==> src/design/sha256_pkg.sv <==
`default_nettype none

package sha256_pkg;

    typedef enum logic [2:0] {
        S_IDLE,
        S_ROUND,
        S_ADD,
        S_MARK,
        S_ZERO,
        S_LEN,
        S_OUT
    } t_state;

    typedef logic [31:0] t_word;

    localparam int unsigned NUM_ROUNDS  = 64;
    localparam int unsigned WINDOW_LEN  = 16;
    localparam int unsigned CHAIN_LEN   = 8;
    localparam logic [6:0]  BLOCK_BYTES = 7'd64;
    localparam logic [6:0]  LEN_OFFSET  = 7'd56;
    localparam logic [7:0]  PAD_MARK    = 8'h80;

    localparam t_word ROUND_K [NUM_ROUNDS] = '{
        32'h428a2f98, 32'h71374491, 32'hb5c0fbcf, 32'he9b5dba5,
        32'h3956c25b, 32'h59f111f1, 32'h923f82a4, 32'hab1c5ed5,
        32'hd807aa98, 32'h12835b01, 32'h243185be, 32'h550c7dc3,
        32'h72be5d74, 32'h80deb1fe, 32'h9bdc06a7, 32'hc19bf174,
        32'he49b69c1, 32'hefbe4786, 32'h0fc19dc6, 32'h240ca1cc,
        32'h2de92c6f, 32'h4a7484aa, 32'h5cb0a9dc, 32'h76f988da,
        32'h983e5152, 32'ha831c66d, 32'hb00327c8, 32'hbf597fc7,
        32'hc6e00bf3, 32'hd5a79147, 32'h06ca6351, 32'h14292967,
        32'h27b70a85, 32'h2e1b2138, 32'h4d2c6dfc, 32'h53380d13,
        32'h650a7354, 32'h766a0abb, 32'h81c2c92e, 32'h92722c85,
        32'ha2bfe8a1, 32'ha81a664b, 32'hc24b8b70, 32'hc76c51a3,
        32'hd192e819, 32'hd6990624, 32'hf40e3585, 32'h106aa070,
        32'h19a4c116, 32'h1e376c08, 32'h2748774c, 32'h34b0bcb5,
        32'h391c0cb3, 32'h4ed8aa4a, 32'h5b9cca4f, 32'h682e6ff3,
        32'h748f82ee, 32'h78a5636f, 32'h84c87814, 32'h8cc70208,
        32'h90befffa, 32'ha4506ceb, 32'hbef9a3f7, 32'hc67178f2
    };

    localparam t_word INITIAL_CHAIN [CHAIN_LEN] = '{
        32'h6a09e667, 32'hbb67ae85, 32'h3c6ef372, 32'ha54ff53a,
        32'h510e527f, 32'h9b05688c, 32'h1f83d9ab, 32'h5be0cd19
    };

    function automatic t_word big_sigma0(input t_word x);
        return ((x >> 2) | (x << 30)) ^ ((x >> 13) | (x << 19)) ^ ((x >> 22) | (x << 10));
    endfunction

    function automatic t_word big_sigma1(input t_word x);
        return ((x >> 6) | (x << 26)) ^ ((x >> 11) | (x << 21)) ^ ((x >> 25) | (x << 7));
    endfunction

    function automatic t_word small_sigma0(input t_word x);
        return ((x >> 7) | (x << 25)) ^ ((x >> 18) | (x << 14)) ^ (x >> 3);
    endfunction

    function automatic t_word small_sigma1(input t_word x);
        return ((x >> 17) | (x << 15)) ^ ((x >> 19) | (x << 13)) ^ (x >> 10);
    endfunction

endpackage

`default_nettype wire

==> src/design/sha256_stream_hasher.sv <==
// SHA-256 hasher for a byte stream.
// The slave channel carries one transaction per message byte: tdata holds the
// byte, tuser says whether the byte is present, and tlast closes the message.
// A transaction with tuser low and tlast high closes a message without a byte.
// A byte that neither fills the 64-byte block nor closes the message leaves
// tready high. The byte that completes a block starts a compression of 64
// rounds, one round per cycle in a single round unit, followed by a chain
// update, and tready stays low meanwhile.
// Closing a message writes the 0x80 mark, then the zero bytes one per cycle up
// to the length field, then the length, and compresses.
// The digest leaves on the master channel as four 64-bit big-endian words,
// most significant first, with the word index in tuser and tlast on the fourth.
// When the receiver stalls, the current word holds and no new input is taken.
// After the fourth word the initial chain value is reloaded for the next message.
// A synchronous reset restores the initial chain value and empties the buffer.
`default_nettype none

module sha256_stream_hasher
    import sha256_pkg::*;
(
    input  wire         i_clk,
    input  wire         i_rst_n,
    input  wire         s_axis_tvalid,
    output logic        s_axis_tready,
    input  wire  [7:0]  s_axis_tdata,  // data_byte
    input  wire         s_axis_tuser,  // byte_valid
    input  wire         s_axis_tlast,  // last_byte
    output logic        m_axis_tvalid,
    input  wire         m_axis_tready,
    output logic [63:0] m_axis_tdata,  // digest_word
    output logic [1:0]  m_axis_tuser,  // word_index
    output logic        m_axis_tlast   // last_word
);

    t_state      r_state;
    t_state      n_state;
    t_word       r_chain [CHAIN_LEN];
    t_word       r_wv [CHAIN_LEN];
    t_word       r_win [WINDOW_LEN];
    logic [6:0]  r_fill;
    logic [63:0] r_bits;
    logic [5:0]  r_round;
    logic [1:0]  r_widx;
    logic        r_close;
    logic        r_mark_done;
    logic        r_len_done;

    logic        s_accept;
    logic        m_accept;
    logic        start_comp;
    t_word       sched_w;
    t_word       w;
    t_word       t1;
    t_word       t2;

    assign s_accept   = s_axis_tvalid && s_axis_tready;
    assign m_accept   = m_axis_tvalid && m_axis_tready;
    assign start_comp = (n_state == S_ROUND) && (r_state != S_ROUND);

    assign sched_w = small_sigma1(r_win[14]) + r_win[9] + small_sigma0(r_win[1]) + r_win[0];
    assign w       = r_round[5:4] == 2'b00 ? r_win[0] : sched_w;
    assign t1      = r_wv[7] + big_sigma1(r_wv[4])
                   + ((r_wv[4] & r_wv[5]) ^ (~r_wv[4] & r_wv[6]))
                   + ROUND_K[r_round] + w;
    assign t2      = big_sigma0(r_wv[0])
                   + ((r_wv[0] & r_wv[1]) ^ (r_wv[0] & r_wv[2]) ^ (r_wv[1] & r_wv[2]));

    always_comb begin
        n_state = r_state;
        unique case (r_state)
            S_IDLE: begin
                if (s_accept) begin
                    if (s_axis_tuser && (r_fill == BLOCK_BYTES - 7'd1)) begin
                        n_state = S_ROUND;
                    end else if (s_axis_tlast) begin
                        n_state = S_MARK;
                    end
                end
            end
            S_ROUND: begin
                if (r_round == 6'(NUM_ROUNDS - 1)) begin
                    n_state = S_ADD;
                end
            end
            S_ADD: begin
                if (r_len_done) begin
                    n_state = S_OUT;
                end else if (r_close) begin
                    n_state = r_mark_done ? S_ZERO : S_MARK;
                end else begin
                    n_state = S_IDLE;
                end
            end
            S_MARK: begin
                n_state = S_ZERO;
            end
            S_ZERO: begin
                if (r_fill == LEN_OFFSET) begin
                    n_state = S_LEN;
                end else if (r_fill == BLOCK_BYTES) begin
                    n_state = S_ROUND;
                end
            end
            S_LEN: begin
                n_state = S_ROUND;
            end
            S_OUT: begin
                if (m_accept && (r_widx == 2'd3)) begin
                    n_state = S_IDLE;
                end
            end
            default: begin
                n_state = S_IDLE;
            end
        endcase
    end

    always_comb begin
        s_axis_tready = (r_state == S_IDLE);
        m_axis_tvalid = (r_state == S_OUT);
        m_axis_tdata  = {r_chain[{r_widx, 1'b0}], r_chain[{r_widx, 1'b1}]};
        m_axis_tuser  = r_widx;
        m_axis_tlast  = (r_widx == 2'd3);
    end

    always_ff @(posedge i_clk) begin
        if (!i_rst_n) begin
            r_state     <= S_IDLE;
            r_fill      <= '0;
            r_bits      <= '0;
            r_round     <= '0;
            r_widx      <= '0;
            r_close     <= 1'b0;
            r_mark_done <= 1'b0;
            r_len_done  <= 1'b0;
            for (int i = 0; i < CHAIN_LEN; i++) begin
                r_chain[i] <= INITIAL_CHAIN[i];
            end
        end else begin
            r_state <= n_state;
            if (start_comp) begin
                r_round <= '0;
                for (int i = 0; i < CHAIN_LEN; i++) begin
                    r_wv[i] <= r_chain[i];
                end
                if (r_fill == BLOCK_BYTES || (r_state == S_IDLE)) begin
                    r_fill <= '0;
                end
            end
            case (r_state)
                S_IDLE: begin
                    if (s_accept) begin
                        r_close <= s_axis_tlast;
                        if (s_axis_tuser) begin
                            r_win[r_fill[5:2]][{~r_fill[1:0], 3'b000} +: 8] <= s_axis_tdata;
                            r_bits <= r_bits + 64'd8;
                            if (!start_comp) begin
                                r_fill <= r_fill + 7'd1;
                            end
                        end
                    end
                end
                S_ROUND: begin
                    r_round <= r_round + 6'd1;
                    for (int i = 0; i < WINDOW_LEN - 1; i++) begin
                        r_win[i] <= r_win[i + 1];
                    end
                    r_win[WINDOW_LEN - 1] <= w;
                    r_wv[7] <= r_wv[6];
                    r_wv[6] <= r_wv[5];
                    r_wv[5] <= r_wv[4];
                    r_wv[4] <= r_wv[3] + t1;
                    r_wv[3] <= r_wv[2];
                    r_wv[2] <= r_wv[1];
                    r_wv[1] <= r_wv[0];
                    r_wv[0] <= t1 + t2;
                end
                S_ADD: begin
                    for (int i = 0; i < CHAIN_LEN; i++) begin
                        r_chain[i] <= r_chain[i] + r_wv[i];
                    end
                end
                S_MARK: begin
                    r_win[r_fill[5:2]][{~r_fill[1:0], 3'b000} +: 8] <= PAD_MARK;
                    r_fill      <= r_fill + 7'd1;
                    r_mark_done <= 1'b1;
                end
                S_ZERO: begin
                    if (r_fill != LEN_OFFSET && r_fill != BLOCK_BYTES) begin
                        r_win[r_fill[5:2]][{~r_fill[1:0], 3'b000} +: 8] <= 8'h00;
                        r_fill <= r_fill + 7'd1;
                    end
                end
                S_LEN: begin
                    r_win[WINDOW_LEN - 2] <= r_bits[63:32];
                    r_win[WINDOW_LEN - 1] <= r_bits[31:0];
                    r_len_done <= 1'b1;
                end
                S_OUT: begin
                    if (m_accept) begin
                        r_widx <= r_widx + 2'd1;
                        if (r_widx == 2'd3) begin
                            for (int i = 0; i < CHAIN_LEN; i++) begin
                                r_chain[i] <= INITIAL_CHAIN[i];
                            end
                            r_fill      <= '0;
                            r_bits      <= '0;
                            r_close     <= 1'b0;
                            r_mark_done <= 1'b0;
                            r_len_done  <= 1'b0;
                        end
                    end
                end
                default: begin
                end
            endcase
        end
    end

endmodule

`default_nettype wire
==> config.mk <==
export PLATFORM = sky130hd
export DESIGN_NAME = sha256_stream_hasher
export DESIGN_NICKNAME = d
export VERILOG_FILES = /design/src/design/sha256_pkg.sv /design/src/design/sha256_stream_hasher.sv
export SDC_FILE = /design/constraint.sdc
export NUM_CORES = 2
export LEC_CHECK = 0
export BUFFER_PORTS_ARGS = -buffer_cell sky130_fd_sc_hd__buf_2
export CAP_MARGIN = 20
export CELL_PAD_IN_SITES_DETAIL_PLACEMENT = 0
export CELL_PAD_IN_SITES_GLOBAL_PLACEMENT = 2
export CORE_MARGIN = 3
export CORE_UTILIZATION = 38
export DETAILED_ROUTE_END_ITERATION = 8
export PLACE_DENSITY_LB_ADDON = 0.12
export SLEW_MARGIN = 40
export SYNTH_ARGS = -nofsm -noshare
export SYNTH_HDL_FRONTEND = slang
export SYNTH_SLANG_ARGS = --single-unit
==> constraint.sdc <==
create_clock -name i_clk -period 14.4 [get_ports i_clk]
set_clock_uncertainty 0.05 [all_clocks]
set_input_delay 1.44 -clock i_clk [delete_from_list [all_inputs] [get_ports i_clk]]
set_output_delay 1.44 -clock i_clk [all_outputs]
set_load 0.05 [all_outputs]
Word level (Yosys, flattened, before mapping)
Memory sizes are Yosys's and may differ from the RTL's. A register that Yosys moved wholly into a read port is not among the register bits.
Index checks and enable logic that the tools add are counted.
{"block": "word_totals", "register_bits": 85, "ramBits": 1024, "mem_bits_ro": 2048, "output_inout_bits": 69, "elab_cells": 360, "n_memories": 4}
{"block": "op_classes", "n_addsub": 23, "magnitude_cmp": 1, "eq_ne": 19, "n_shift": 4, "n_mux": 163, "bitwise": 119, "reduce_logical": 19}
{"name": "(no name shown)", "words": 64, "width": 32, "rd": 1, "rd_clocked_by_memory_dff": 0, "write_ports": 0, "line": "sha256_stream_hasher.sv:64", "text": "+ ROUND_K[r_round] + w;"}
{"name": "r_win", "words": 16, "width": 32, "rd": 16, "rd_clocked_by_memory_dff": 0, "write_ports": 16, "line": "sha256_stream_hasher.sv:39", "text": "t_word r_win [WINDOW_LEN];"}
{"name": "r_chain", "words": 8, "width": 32, "rd": 10, "rd_clocked_by_memory_dff": 2, "write_ports": 8, "line": "sha256_stream_hasher.sv:37", "text": "t_word r_chain [CHAIN_LEN];"}
{"name": "r_wv", "words": 8, "width": 32, "rd": 8, "rd_clocked_by_memory_dff": 0, "write_ports": 8, "line": "sha256_stream_hasher.sv:38", "text": "t_word r_wv [CHAIN_LEN];"}
{"op": "$mux 32", "n": 34}
{"op": "$add 32x32->32", "n": 18}
{"op": "$xor 32x32->32", "n": 9}
{"op": "$mux 64", "n": 4}
{"op": "$and 32x32->32", "n": 5}
{"op": "$pmux 64 s2", "n": 1}
{"op": "$mux 1", "n": 94}
{"op": "$or 1x1->1", "n": 90}
{"op": "$add 64x4->64 const B", "n": 1}
{"op": "$shiftx 8x7->32 const A", "n": 2}
{"op": "$mux 7", "n": 8}
{"op": "$mux 3", "n": 14}
{"op": "$not 32->32", "n": 1}
{"op": "$or 10x32->32", "n": 1}
{"op": "$or 13x32->32", "n": 1}
{"op": "$or 14x32->32", "n": 1}
{"op": "$or 15x32->32", "n": 1}
{"op": "$or 19x32->32", "n": 1}
{"op": "$or 21x32->32", "n": 1}
{"op": "$or 25x32->32", "n": 1}
{"op": "$or 26x32->32", "n": 1}
{"op": "$or 30x32->32", "n": 1}
{"op": "$or 7x32->32", "n": 1}
{"op": "$reduce_or 32->1", "n": 1}
{"op": "36 further kinds", "n": 56}

Longest topological paths before layout
{"block": "depth", "depth_word": 12, "depth_mapped": 51, "mapped_depth_nobuf": 51}

Worst setup path before layout
No wires, ideal clock.
{"block": "synth_timing", "path_type": "register -> register", "startpoint": "register r_state[2]", "endpoint": "memory r_wv[0][0] in the netlist's numbering (enable)", "arrival_time_ns": 13.511, "t_required_ns": 13.473, "path_slack_ns": -0.037, "stages_incl_launch_ff": 8, "n_path_buf": 1, "path_cell_list": "dfxtp_1 -> buf_2 -> nor3_1 -> and3_1 -> a2111oi_0 -> or3_1 -> and2_1 -> nor2_1"}
{"element": "start: declaration", "line": "sha256_stream_hasher.sv:35", "text": "t_state r_state;"}
{"element": "start signal: assignment", "line": "sha256_stream_hasher.sv:140", "text": "r_state <= n_state;"}
{"element": "end: declaration", "line": "sha256_stream_hasher.sv:38"}

==> metrics.txt <==
min-delay src r_win[6][2]; core area 191000 um^2; initial antenna violation count 22; area share of the largest cell type after synthesis 36.7%; final number of hold-violating endpoints 0; R2R Path End r_wv[0][28]; hold path cells 2; Hold Buf Count CTS 0; Critical Path RT 14.86 ns; top cells by count, synth 1973 x nand2_1, 896 x edfxtp_1, 445 x inv_1; most used cell, CP a21oi_1; total congestion overflow 0; top cells by area in the synthesized netlist edfxtp_1 37%, nand2_1 10%, ha_1 6.9%, dfxtp_1 5.8%, fa_1 5.4%; Hold Path Sink r_win[5][2]; # nets final 8380; WP data arrival 12.18 ns; worst skew pair latency 0.79 ns; most frequent cell after synthesis nand2_1; buffer depth of the longest clock path 3; DIE AREA 198000 um^2; routed wire length per instance ~27 um; CTS resizes 0; synth unique cells 88; Layout area overhead 10.9%; placed inst area 76600 um^2; layout cell share with drive strength beyond 1 7.73%; Slew HR 37.5%; Final Critical Period 11.72 ns; CTS tree yes; R2R Setup Slk 2.68 ns; gr usage total 28.0%; CTS root buffer clkbuf_16; LEAKAGE 33.9 nW; Mapped Nets 8422; post-route cell area 81300 um^2; routability cong. 0.940; run status finished clean; cell count after synthesis roughly 7800; DR vias 58300; final period utilization 81.4%; max-slew violation count 0; FMAX 85.3 MHz; htree depth 4; setup TNS 0 ns; first-pass GRT wire length 404000 um; Post-Syn Area around 73000 um^2; final core occ between 40% and 50%; initial core utilization between 30% and 40%; area of the multi-input gates 39100 um^2; Chip Width 445 um; largest net degree at the start of global routing 180; max cap viols 0; clock sinks 1108; # setup viols final 0; first-pass iteration count of the detailed router 9; Worst-path clk slew 0.06 ns; ys async rst share 0%; RSZ-0062 raised after global routing false; setup ws final 2.68 ns; Syn. warnings 0; IO Count slightly above 80; Worst path slowest cell o41ai_1; Hold WC Path Type flip-flop to flip-flop; port bufs 82; RR Startpoint r_win[1][20]; actual slew at the worst max-slew pin 0.932 ns; # DRC 0; Power, Total 23.8 mW; row count 160; Register Area around 31000 um^2; fill count 18900; post-synth top area cell edfxtp_1; Yosys reg bits 1108; DRT iter0 DRCs 6434; EDFF count, synth 896; TritonCTS buffer count 142; DP Worst Slack 2.75 ns; crit path capture type flip-flop; max incr delay on CP 0.59 ns; critical path class flip-flop to flip-flop; worst reg-to-reg path cell count 48; IR drop worst, VDD 0.000557 V; critical path peak fanout 5; Power Density 293 nW/um^2; drt total wl about 280000 um; post-CTS setup buffer count 0; Antenna Nets Post-Route 0; Via density 5.61; die span in y 445 um; crit start category flip-flop; average size of a mapped cell approximately 9.4 um^2; DPL Wire Length 216000 um; vias in the first global route 54600; Seq/Total Area, Yosys 42.5%; ys flop type edfxtp_1
==> placed cells by master, fill, tap and decap left out, types with 15 or more instances in the layout <==
cell       instances
nand2_1         1968
edfxtp_1         896
inv_1            444
a21oi_1          435
ha_1             405
xnor2_1          399
o21ai_0          390
nor2_1           348
a21o_1           244
xor2_1           212
dfxtp_1          207
fa_1             196
clkbuf_16        149
buf_4            124
nand3_1          105
nor3_1            99
buf_2             82
nand2b_1          71
mux4_2            71
o21a_1            69
a31oi_1           53
a211oi_1          51
o21bai_1          51
and3_1            46
nor2b_1           43
o211ai_1          43
o21ai_1           42
clkbuf_1          39
or3_1             36
mux2_2            32
a22oi_1           28
clkinv_1          24
nand4_1           23
and2_1            23
a221o_1           22
o31ai_1           20
a222oi_1          19
mux2i_1           15
or2_2             15
==> critical path: cells and delay by family, from the launching register on <==
| kind | cells | cell delay [ns] |
|---|---|---|
| compound gates | 22 | 4.73 |
| xor+xnor | 5 | 0.91 |
| fa+ha+maj | 9 | 3.94 |
| buf+inv | 6 | 0.36 |
| flops | 1 | 0.48 |
| simple gates | 6 | 0.95 |
==> report_power, final <==
group	internal, mW	switching, mW
Clock	2.08	1.47
Sequential	3.73	0.236
Combinational	6.59	9.69
Total	12.4	11.4
==> worst max path at each step <==
stage,startpoint,cells after the start,to,slack (ns)
3_3_place_gp,r_win[14][21],48,r_wv[0][28],2.70
4_1_cts,r_win[1][20],48,r_wv[0][28],2.70
2_1_floorplan,r_win[1][9],48,r_wv[0][28],4.11
6_report,r_win[1][20],48,r_wv[0][28],2.68
5_1_grt,r_win[14][21],48,r_wv[0][28],1.95
3_5_place_dp,r_win[1][9],48,r_wv[0][28],2.75
==> cell families after synthesis <==
kind of cell	share of synthesized area (%)
flops	42.5
xor+xnor	7.39
simple gates	16.1
mux	2.91
buf+inv	4.39
fa+ha+maj	12.3
compound gates	14.4
==> metal layers <==
metal | track usage, % | up-vias | wire length (um)
met5 | 0 | - | 21
met4 | 5.33 | 4 | 5220
met3 | 6.20 | 262 | 23300
met2 | 40.1 | 2012 | 118000
met1 | 43.1 | 29000 | 137000
li1 | - | 27100 | -
==> stage by stage <==
stage               std cells  hold slack (ns)
global route            10400            0.474
CTS                     10400            0.450
detailed placement      10100            0.441
global placement        10100            0.430
finish                  10400            0.453
floorplan                7807            0.401
==> state kept, by name (all words and copies together), names as in the netlist, named ones only <==
register / flops
m_axis_tuser: 2
r_round: 6
r_len_done: 1
r_mark_done: 1
r_chain: 256
r_state: 3
r_wv: 256
r_bits: 61
r_win: 512
r_close: 1
r_fill: 7
==> layout make-up <==
type	count	area share, %
clock buffers	197	4.92
repair buffers	222	1.98
well taps	2511	3.87
flip-flops and latches	1108	38.3
multi-input cells	5844	48.2
diodes	7	0.0216
inverters	447	2.07
clock inverters	56	0.630
(Power assumes the default switching activity.)
